## src/sv/spbc_pkg.sv

```systemverilog
// Shared widths, register indexes and the queued command type for the scan
// point breakpoint clusterer. No dependencies.
package spbc_pkg;

  localparam int COORD_BITS    = 16;
  localparam int CLUSTER_DEPTH = 32;

  localparam int CNT_W  = $clog2(CLUSTER_DEPTH + 1);
  localparam int IDX_W  = $clog2(CLUSTER_DEPTH);
  localparam int GAP_W  = 12;
  localparam int MINP_W = 6;
  localparam int CMP_W  = (CNT_W > MINP_W) ? CNT_W : MINP_W;
  localparam int NUM_W  = 8;

  localparam int DIFF_W = COORD_BITS + 1;
  localparam int SQ_W   = 2 * DIFF_W;
  localparam int SUM_W  = SQ_W + 1;
  localparam int T2_W   = 2 * GAP_W;

  localparam int IN_DATA_W  = ((2 * COORD_BITS + 7) / 8) * 8;
  localparam int OUT_DATA_W = ((2 * COORD_BITS + NUM_W + 7) / 8) * 8;
  localparam int USER_W     = 2;

  localparam int CFG_IDX_W  = 8;
  localparam int CFG_DATA_W = GAP_W;
  localparam logic [CFG_IDX_W-1:0] REG_GAP = CFG_IDX_W'(0);
  localparam logic [CFG_IDX_W-1:0] REG_MIN = CFG_IDX_W'(1);

  localparam int QUEUE_DEPTH = 4;
  localparam int QA_W        = $clog2(QUEUE_DEPTH);

  typedef struct packed {
    logic signed [COORD_BITS-1:0] x;
    logic signed [COORD_BITS-1:0] y;
    logic                         brk;
    logic                         fin;
  } cmd_t;

endpackage

```

## src/sv/spbc_front.sv

```systemverilog
// Front part: accepts scan points, squares the gap to the previous point and
// tags each point with a break flag before queueing it. Uses spbc_pkg.
module spbc_front import spbc_pkg::*; (
  input  logic                         clk,
  input  logic                         rst,
  input  logic [GAP_W-1:0]             gap,
  input  logic                         in_valid,
  output logic                         in_ready,
  input  logic signed [COORD_BITS-1:0] in_x,
  input  logic signed [COORD_BITS-1:0] in_y,
  input  logic                         in_fin,
  input  logic                         q_full,
  output logic                         q_push,
  output cmd_t                         q_cmd
);

  typedef enum logic {F_IDLE, F_PUSH} state_t;

  state_t                      state;
  logic                        have_prev;
  logic                        cur_hp;
  logic                        cur_fin;
  logic signed [COORD_BITS-1:0] cur_x;
  logic signed [COORD_BITS-1:0] cur_y;
  logic signed [COORD_BITS-1:0] prev_x;
  logic signed [COORD_BITS-1:0] prev_y;
  logic signed [SQ_W-1:0]      sq_x;
  logic signed [SQ_W-1:0]      sq_y;
  logic [T2_W-1:0]             t2;
  logic signed [DIFF_W-1:0]    dx;
  logic signed [DIFF_W-1:0]    dy;
  logic [SUM_W-1:0]            dist_sq;
  logic                        accept;

  assign in_ready = (state == F_IDLE);
  assign accept   = in_valid && in_ready;
  assign dx       = {in_x[COORD_BITS-1], in_x} - {prev_x[COORD_BITS-1], prev_x};
  assign dy       = {in_y[COORD_BITS-1], in_y} - {prev_y[COORD_BITS-1], prev_y};
  assign dist_sq  = SUM_W'($unsigned(sq_x)) + SUM_W'($unsigned(sq_y));
  assign q_push   = (state == F_PUSH) && !q_full;
  assign q_cmd    = '{x: cur_x, y: cur_y, brk: cur_hp && (dist_sq > SUM_W'(t2)), fin: cur_fin};

  always_ff @(posedge clk) begin
    t2 <= T2_W'(gap) * T2_W'(gap);
    if (accept) begin
      sq_x    <= SQ_W'(dx) * SQ_W'(dx);
      sq_y    <= SQ_W'(dy) * SQ_W'(dy);
      cur_x   <= in_x;
      cur_y   <= in_y;
      cur_fin <= in_fin;
      prev_x  <= in_x;
      prev_y  <= in_y;
    end
  end

  always_ff @(posedge clk) begin
    if (rst) begin
      state     <= F_IDLE;
      have_prev <= 1'b0;
      cur_hp    <= 1'b0;
    end else begin
      unique case (state)
        F_IDLE: if (accept) begin
          cur_hp    <= have_prev;
          have_prev <= !in_fin;
          state     <= F_PUSH;
        end
        F_PUSH: if (!q_full) begin
          state <= F_IDLE;
        end
        default: state <= F_IDLE;
      endcase
    end
  end

endmodule

```

## src/sv/spbc_queue.sv

```systemverilog
// Short command queue between the front and back parts.
// Uses cmd_t from spbc_pkg.
module spbc_queue import spbc_pkg::*; (
  input  logic clk,
  input  logic rst,
  input  logic push,
  input  cmd_t push_cmd,
  output logic full,
  input  logic pop,
  output cmd_t pop_cmd,
  output logic empty
);

  cmd_t            entries [QUEUE_DEPTH];
  logic [QA_W-1:0] wr_ptr;
  logic [QA_W-1:0] rd_ptr;
  logic [QA_W:0]   used;

  assign full    = (used == (QA_W+1)'(QUEUE_DEPTH));
  assign empty   = (used == '0);
  assign pop_cmd = entries[rd_ptr];

  always_ff @(posedge clk) begin
    if (push) begin
      entries[wr_ptr] <= push_cmd;
    end
  end

  always_ff @(posedge clk) begin
    if (rst) begin
      wr_ptr <= '0;
      rd_ptr <= '0;
      used   <= '0;
    end else begin
      if (push) wr_ptr <= wr_ptr + QA_W'(1);
      if (pop)  rd_ptr <= rd_ptr + QA_W'(1);
      if (push && !pop) used <= used + (QA_W+1)'(1);
      else if (pop && !push) used <= used - (QA_W+1)'(1);
    end
  end

endmodule

```

## src/sv/spbc_back.sv

```systemverilog
// Back part: stores points of the open cluster, closes clusters on a break
// or scan end and replays kept clusters into the output register. Uses spbc_pkg.
module spbc_back import spbc_pkg::*; (
  input  logic                          clk,
  input  logic                          rst,
  input  logic [MINP_W-1:0]             minp,
  input  logic                          q_empty,
  input  cmd_t                          q_cmd,
  output logic                          q_pop,
  output logic                          m_valid,
  input  logic                          m_ready,
  output logic signed [COORD_BITS-1:0]  m_x,
  output logic signed [COORD_BITS-1:0]  m_y,
  output logic [NUM_W-1:0]              m_num,
  output logic                          m_last,
  output logic                          m_trunc,
  output logic                          m_rlast
);

  typedef enum logic [2:0] {B_IDLE, B_CLOSE_GAP, B_APPEND, B_CLOSE_END, B_EMIT} state_t;

  state_t                  state;
  cmd_t                    cur;
  logic [CNT_W-1:0]        count;
  logic                    ovf;
  logic [NUM_W-1:0]        number;
  logic [IDX_W-1:0]        idx;
  logic                    rl_mark;
  logic                    at_end;
  logic [2*COORD_BITS-1:0] store [CLUSTER_DEPTH];
  logic                    emit_ok;
  logic                    min_le1;
  logic                    store_full;
  logic                    emit_last;
  logic                    load;

  assign emit_ok    = (count != '0) && (CMP_W'(count) >= CMP_W'(minp));
  assign min_le1    = (minp < MINP_W'(2));
  assign store_full = (count == CNT_W'(CLUSTER_DEPTH));
  assign emit_last  = (CNT_W'(idx) == count - CNT_W'(1));
  assign load       = (state == B_EMIT) && (!m_valid || m_ready);
  assign q_pop      = (state == B_IDLE) && !q_empty;

  always_ff @(posedge clk) begin
    if (state == B_APPEND && !store_full) begin
      store[count[IDX_W-1:0]] <= {cur.y, cur.x};
    end
    if (load) begin
      {m_y, m_x} <= store[idx];
      m_num      <= number;
      m_last     <= emit_last;
      m_trunc    <= ovf;
      m_rlast    <= rl_mark && emit_last;
    end
  end

  always_ff @(posedge clk) begin
    if (rst) begin
      state   <= B_IDLE;
      count   <= '0;
      ovf     <= 1'b0;
      number  <= '0;
      idx     <= '0;
      rl_mark <= 1'b0;
      at_end  <= 1'b0;
      m_valid <= 1'b0;
    end else begin
      if (load) m_valid <= 1'b1;
      else if (m_ready) m_valid <= 1'b0;
      unique case (state)
        B_IDLE: if (!q_empty) begin
          cur   <= q_cmd;
          state <= q_cmd.brk ? B_CLOSE_GAP : B_APPEND;
        end
        B_CLOSE_GAP: begin
          at_end  <= 1'b0;
          rl_mark <= !(cur.fin && min_le1);
          idx     <= '0;
          if (emit_ok) begin
            state <= B_EMIT;
          end else begin
            count <= '0;
            ovf   <= 1'b0;
            state <= B_APPEND;
          end
        end
        B_APPEND: begin
          if (!store_full) count <= count + CNT_W'(1);
          else ovf <= 1'b1;
          state <= cur.fin ? B_CLOSE_END : B_IDLE;
        end
        B_CLOSE_END: begin
          at_end  <= 1'b1;
          rl_mark <= 1'b1;
          idx     <= '0;
          if (emit_ok) begin
            state <= B_EMIT;
          end else begin
            count  <= '0;
            ovf    <= 1'b0;
            number <= '0;
            state  <= B_IDLE;
          end
        end
        B_EMIT: if (load) begin
          idx <= idx + IDX_W'(1);
          if (emit_last) begin
            count  <= '0;
            ovf    <= 1'b0;
            number <= at_end ? '0 : number + NUM_W'(1);
            state  <= at_end ? B_IDLE : B_APPEND;
          end
        end
        default: state <= B_IDLE;
      endcase
    end
  end

endmodule

```

## src/sv/scan_point_breakpoint_clusterer.sv

```systemverilog
// Top level of the scan point breakpoint clusterer: configuration registers,
// front, command queue and back. Uses spbc_pkg, spbc_front, spbc_queue, spbc_back.
//
//   channel  direction  handshake              payload
//   s_*      in         s_tvalid / s_tready    tdata {y, x}, tlast scan_end
//   m_*      out        m_tvalid / m_tready    tdata {num, y, x}, tlast, tuser
//   cfg_*    in         cfg_valid / cfg_ready  cfg_index, cfg_data
//
// The front takes a new point only once the last one is queued (subtract and
// square, then compare and queue). The back spends a dequeue and a store step
// per point, plus a close step per cluster and a replay step per emitted
// point. Reset clears all control state; the cluster store is not cleared.
// Either side may stall; the 4-entry queue and the output register absorb it.
module scan_point_breakpoint_clusterer import spbc_pkg::*; (
  input  logic                  clk,
  input  logic                  rst,
  input  logic                  s_tvalid,
  output logic                  s_tready,
  input  logic [IN_DATA_W-1:0]  s_tdata,   // point_x, point_y
  input  logic                  s_tlast,   // scan_end
  output logic                  m_tvalid,
  input  logic                  m_tready,
  output logic [OUT_DATA_W-1:0] m_tdata,   // out_x, out_y, cluster_number
  output logic                  m_tlast,   // cluster_last
  output logic [USER_W-1:0]     m_tuser,   // cluster_truncated, run_last
  input  logic                  cfg_valid,
  output logic                  cfg_ready,
  input  logic [CFG_IDX_W-1:0]  cfg_index,
  input  logic [CFG_DATA_W-1:0] cfg_data
);

  logic [GAP_W-1:0]             gap;
  logic [MINP_W-1:0]            minp;
  logic                         q_push;
  logic                         q_full;
  logic                         q_pop;
  logic                         q_empty;
  cmd_t                         push_cmd;
  cmd_t                         pop_cmd;
  logic signed [COORD_BITS-1:0] out_x;
  logic signed [COORD_BITS-1:0] out_y;
  logic [NUM_W-1:0]             out_num;
  logic                         out_trunc;
  logic                         out_rlast;

  assign cfg_ready = 1'b1;

  always_ff @(posedge clk) begin
    if (rst) begin
      gap  <= GAP_W'(100);
      minp <= MINP_W'(3);
    end else if (cfg_valid && cfg_ready) begin
      if (cfg_index == REG_GAP) gap <= cfg_data;
      else if (cfg_index == REG_MIN) minp <= cfg_data[MINP_W-1:0];
    end
  end

  spbc_front u_front (
    .clk      (clk),
    .rst      (rst),
    .gap      (gap),
    .in_valid (s_tvalid),
    .in_ready (s_tready),
    .in_x     (s_tdata[COORD_BITS-1:0]),
    .in_y     (s_tdata[2*COORD_BITS-1:COORD_BITS]),
    .in_fin   (s_tlast),
    .q_full   (q_full),
    .q_push   (q_push),
    .q_cmd    (push_cmd)
  );

  spbc_queue u_queue (
    .clk      (clk),
    .rst      (rst),
    .push     (q_push),
    .push_cmd (push_cmd),
    .full     (q_full),
    .pop      (q_pop),
    .pop_cmd  (pop_cmd),
    .empty    (q_empty)
  );

  spbc_back u_back (
    .clk     (clk),
    .rst     (rst),
    .minp    (minp),
    .q_empty (q_empty),
    .q_cmd   (pop_cmd),
    .q_pop   (q_pop),
    .m_valid (m_tvalid),
    .m_ready (m_tready),
    .m_x     (out_x),
    .m_y     (out_y),
    .m_num   (out_num),
    .m_last  (m_tlast),
    .m_trunc (out_trunc),
    .m_rlast (out_rlast)
  );

  assign m_tdata = OUT_DATA_W'({out_num, out_y, out_x});
  assign m_tuser = {out_rlast, out_trunc};

`ifndef SYNTHESIS
  a_no_push_full: assert property (@(posedge clk) disable iff (rst) !(q_push && q_full))
    else $error("command pushed into a full queue");
  a_no_pop_empty: assert property (@(posedge clk) disable iff (rst) !(q_pop && q_empty))
    else $error("command popped from an empty queue");
  a_run_last_ends_cluster: assert property (@(posedge clk) disable iff (rst)
      (m_tvalid && out_rlast) |-> m_tlast)
    else $error("run end flagged inside a cluster");
`endif

endmodule

```

## config.mk

```make
export PLATFORM = sky130hd
export DESIGN_NAME = scan_point_breakpoint_clusterer
export DESIGN_NICKNAME = d
export VERILOG_FILES = /design/src/sv/spbc_pkg.sv /design/src/sv/spbc_front.sv /design/src/sv/spbc_queue.sv /design/src/sv/spbc_back.sv /design/src/sv/scan_point_breakpoint_clusterer.sv
export SDC_FILE = /design/constraint.sdc
export NUM_CORES = 2
export LEC_CHECK = 0
export BUFFER_PORTS_ARGS = -buffer_cell sky130_fd_sc_hd__buf_2
export CAP_MARGIN = 10
export CORE_ASPECT_RATIO = 0.9
export CORE_MARGIN = 10
export CORE_UTILIZATION = 26
export CTS_CLUSTER_DIAMETER = 200
export DETAILED_ROUTE_END_ITERATION = 12
export SLEW_MARGIN = 20
export SYNTH_ARGS = -nofsm -noshare
export SYNTH_HDL_FRONTEND = slang
export SYNTH_HIERARCHICAL = 1
export SYNTH_SLANG_ARGS = --single-unit
```

## constraint.sdc

```tcl
create_clock -name clk -period 13.4 [get_ports clk]
set_input_delay 2.01 -clock clk [delete_from_list [all_inputs] [get_ports clk]]
set_output_delay 2.01 -clock clk [all_outputs]
set_load 0.02 [all_outputs]
```

Yosys cells after proc, flatten, opt, wreduce, memory -nomap -nowiden
Memory sizes are Yosys's and may differ from the RTL's. A register that Yosys moved wholly into a read port is not among the register bits. Cells that the tools add are included.

Register bits: 223. Bits in latches: 0. RAM bits: 1160. ROM bits: 0. Bits of input ports: 58. Output and inout bits: 46. Memories: 2.

Memory list: u_back.store (words 32, width 32, read ports 1, clocked after Yosys merged registers in 1, write ports 1, line spbc_back.sv:30) `logic [2*COORD_BITS-1:0] store [CLUSTER_DEPTH];`; u_queue.entries (words 4, width 34, read ports 1, clocked after Yosys merged registers in 1, write ports 1, line spbc_queue.sv:14) `cmd_t entries [QUEUE_DEPTH];`.

Add/sub/neg operators: 11. $mul: 3. Divide/modulo/power cells: 0. Order comparisons: 3. Eq/ne operators: 15. Shifts and indexed selects: 0. Mux-type cells: 41. Bitwise operators: 4. Reductions and logical operators: 40.

Operators by type and width (count): multiplier 17 x 17 -> 34 bit (2); adder 34 x 34 -> 35 bit (1); > comparator 35 x 24 -> 1 bit (1); subtractor 16 x 16 -> 17 bit (2); 2-to-1 mux 8 bit (4); multiplier 12 x 12 -> 24 bit (1); 2-to-1 mux 6 bit (4); 2-to-1 mux 3 bit (7); case mux 6 bit (3 select lines) (1); case mux 8 bit (2 select lines) (1); case mux 3 bit (5 select lines) (1); 2-to-1 mux 1 bit (12); logical AND 1 bit (11); 2-to-1 mux 2 bit (5); case mux 5 bit (2 select lines) (1); AND reduction 5 bit (2); nonzero test 2 bit (5); AND reduction 3 bit (3); adder 8 x 1 -> 8 bit, second input constant (1); equality test 8 x 1 -> 1 bit, second input constant (1); zero test 1 bit (8); zero test 8 bit (1); inequality test 2 bit, second input constant (4); adder 6 x 1 -> 6 bit, second input constant (1); 24 further kinds (37).

Logic depth before layout (Yosys ltp)
Word-level depth: 7. Mapped depth: 38. Gate-level depth less buffers: 37.

Cells and area by module
The synthesis kept the hierarchy.

By module, submodules not included: spbc_back (times used 1, cells an instance 1783, area each 42838.6 um^2, seq. area each 33552.2 um^2); spbc_front (times used 1, cells an instance 3163, area each 29995.0 um^2, seq. area each 3493.4 um^2); spbc_queue (times used 1, cells an instance 222, area each 5383.9 um^2, seq. area each 4264.1 um^2); scan_point_breakpoint_clusterer (times used 1, cells an instance 87, area each 847.1 um^2, seq. area each 360.3 um^2).

Least setup slack after synthesis
No wires, ideal clock.

Kind: input-to-reg. Start: input port s_tdata[16]. End: register u_front.sq_y[31] (data pin). Setup time: 0.259 ns. Arrival: 9.451 ns. Setup slack: 3.690 ns. Cell stages on the path: 36. Buffers on the path: 1. Cells stage by stage: inv_1 -> ha_1 -> fa_1 -> nor2b_1 -> o21ai_0 -> a21oi_1 -> o211a_1 -> o211ai_1 -> a311oi_1 -> o31ai_1 -> nand4_1 -> o21ai_2 -> inv_1 -> buf_2 -> nor2_1 -> fa_1 -> inv_1 -> fa_1 -> inv_1 -> fa_1 -> fa_1 -> fa_1 -> inv_1 -> fa_1 -> inv_1 -> ha_1 -> a21o_1 -> a21o_1 -> a21o_1 -> a21o_1 -> a21oi_1 -> o21ai_0 -> a41o_1 -> a21o_1 -> a21oi_1 -> xnor2_1.

Longest elaborated chain between the ends: 2.

Ends and longest elaborated chain: from (decl) (line scan_point_breakpoint_clusterer.sv:19) `input logic [IN_DATA_W-1:0] s_tdata,`; subtractor 16 x 16 -> 17 bit (line spbc_front.sv:38) `assign dy = {in_y[COORD_BITS-1], in_y} - {prev_y[COORD_BITS-1], prev_y};`; multiplier 17 x 17 -> 34 bit (line spbc_front.sv:47) `sq_y <= SQ_W'(dy) * SQ_W'(dy);`; to (signal assigned) (line spbc_front.sv:47); to (decl) (line spbc_front.sv:28) `logic signed [SQ_W-1:0] sq_y;`.

Every way passes these cells. A chain may end at the register's enable or synchronous reset.

Worst setup path in the final report
Start: input port s_tdata[16]. End: register u_front.sq_y[30] (data pin).

The elaborated chain is that of the path after synthesis.

==> impl_metrics.yaml <==
clocking:
  clockRootBuffer: "clkbuf_16"
  cts_buffers: 149
  post-cts-setup-buffers: 0
  cts_max_level: 4
  clock_latency_ps: 820
  cts.sinks: 1414
  clock_path_buffers: 3
  cts_resized: 0
  hold_buffers: 0
  clk_pin_slew_ps: 50
  cts_tree: "done"
global_routing:
  grtUsageMet2: 0.2113
  grt_max_degree: 144
  grt_pass1_wl_um: 289200
  grt.met1_usage: 0.1396
  top_usage_layer: "met2"
  use_met3: 0.01676
  grt_usage: 0.1139
  first_global_vias: 46635
  grt_overflow: 0
  antenna_found_initial: 16
sta:
  finalSetupViolations: 0
  fin_setup_tns_ps: 0
  max_freq_ghz: 0.09577
  rsz0062_at_grt: "no"
  slew_headroom: 0.2561
  period_needed_ps: 10440
  worstMarginPinSlew_ps: 1116
  fin_worst_skew_ps: 57.47
  finalHoldViolCount: 0
  slew_violations: 0
  timing.final.crit_share: 0.7792
setup_path:
  cp.arrival_ps: 10950
  critPathLaunchType: "primary input"
  worstSetupPathType: "in2reg"
  slowest_delay_ps: 770
  path_max_fanout: 21
  critPathTopFamily: "adder cells"
  required_ps: 13910
  cp_common_cell: "fa_1"
  crit_cells: 36
  r2r_cells: 34
  crit_path_end_kind: "flip-flop"
  slowest_stage: "fa_1"
  critPathBufInv: 7
place:
  place_congestion: 0.8448
  portBuffers: 102
  dpl.hpwl_um: 120000
floorplan:
  dieArea_mm2: 0.3266
  initial_utilization: 0.2606
  dieWidth_um: 601.3
  core_area_mm2: 0.3034
  boundaryPins: 104
  die_h_um: 543.2
  row_count: 192
synthesis:
  ys_ff_latch: 1414
  synth_area_mm2: 0.07906
  synth_cells: 5255
  yosys.area.top_type: "edfxtp_1"
  avgSynthCellArea_um2: 15.05
  ys_seq_area_frac: 0.5270
  ys_types: 93
  synth_top_flop_cell: "edfxtp_1"
  synth_top_area_frac: 0.5070
  syn_nets: 6265
  synthArstFlopShare: 0
  synth_area_leaders: "edfxtp_1, fa_1, mux4_2"
  synth-edff-count: 1335
  synth_warnings: 6
job:
  cap_violations: 0
layout:
  final_cell_mix: "edfxtp_1, inv_1, fa_1"
  layout_commonest_cell: "edfxtp_1"
  nFillCells: 29932
  layout-drive-gt1-share: 0.1569
  area_growth_syn_to_layout_pct: 13.41
  final_nets: 6411
  diodes: 0
detailed_routing:
  drt_first_pass_iters: 6
  wl_per_cell_um: 19.56
  routed_via_density: 4.470
  drtIter0Drc: 3056
  vias: 42884
  ant_nets: 0
  wl_um: 187700
  drc: 0
run_status:
  outcome: "complete, no violations"
worst_hold_path:
  holdCritPathClass: "reg2reg"
  holdPathStages: 0
[state kept, by name, indices dropped and copies added (netlist names), 23 cells and up, named ones only]
signal	cells
u_back/cur	33
u_back/store	1024
u_front/sq_x	33
u_front/sq_y	33
u_front/t2	23
u_queue/entries	136
[per-layer routing]
layer	vias up	share of wire
li1	18854	-
met1	22631	0.40
met2	1091	0.53
met3	308	0.046
met4	0	0.022
met5	-	0
[cell usage after synthesis (63+ instances only)]
cell and count:
mux4_2 350, and2_1 63, fa_1 620, nor2_1 328
edfxtp_1 1335, clkbuf_1 108, dfxtp_1 79, xnor2_1 107
nand2_1 257, a21oi_1 121, ha_1 332, inv_1 843
[logic make-up after synthesis]
| group | count (synthesis) | synth area share |
|---|---|---|
| flip-flops | 1414 | 0.5270 |
| adder cells (fa/ha/maj) | 952 | 0.2095 |
| AND/OR/NAND/NOR | 889 | 0.05214 |
| multiplexers | 404 | 0.1079 |
| AO/OA/AOI/OAI | 409 | 0.03497 |
| XOR/XNOR | 154 | 0.01715 |
| other | 1 | 0.00004743 |
| buffers and inverters | 1032 | 0.05123 |
[per-stage QoR]
step / hold slack [ps] / instances / setup slack (ps) / util / area, um^2
final: 447.1 / 9594 / 2959 / 0.2955 / 89670
after global routing: 448.5 / 9594 / 2384 / 0.2955 / 89670
after CTS: 445.6 / 9594 / 3061 / 0.2955 / 89660
after detailed placement: 430.2 / 9324 / 2263 / 0.2791 / 84670
after global placement: 427.5 / 9324 / 2338 / 0.2791 / 84670
after floorplan: 371.1 / 5255 / 3690 / - / 79060
[worst paths after layout]
check	from	slack, ps	end
worst max-delay path	s_tdata[16]	2960	u_front/sq_y[30]$_DFFE_PP_
worst min-delay path	u_back/ovf$_SDFFE_PP0P_	450	u_back/m_trunc$_DFFE_PP_
worst max register to register	u_front/prev_y[0]$_DFFE_PP_	3770	u_front/sq_y[30]$_DFFE_PP_
worst min register to register	u_back/ovf$_SDFFE_PP0P_	450	u_back/m_trunc$_DFFE_PP_
[cell type report]
class / instances / area [um^2] / share of cell area
sequential: 1414 / 41690 / 0.4649
tap: 4074 / 5097 / 0.05685
clock inverter: 88 / 1124 / 0.01253
clock buffer: 182 / 3872 / 0.04319
multi-input combinational: 2809 / 33630 / 0.3751
timing repair buffer: 168 / 1031 / 0.01150
inverter: 859 / 3226 / 0.03597
Power is not shown: default switching activity piles up to over one toggle a cycle in this logic, so the estimate is an artifact.
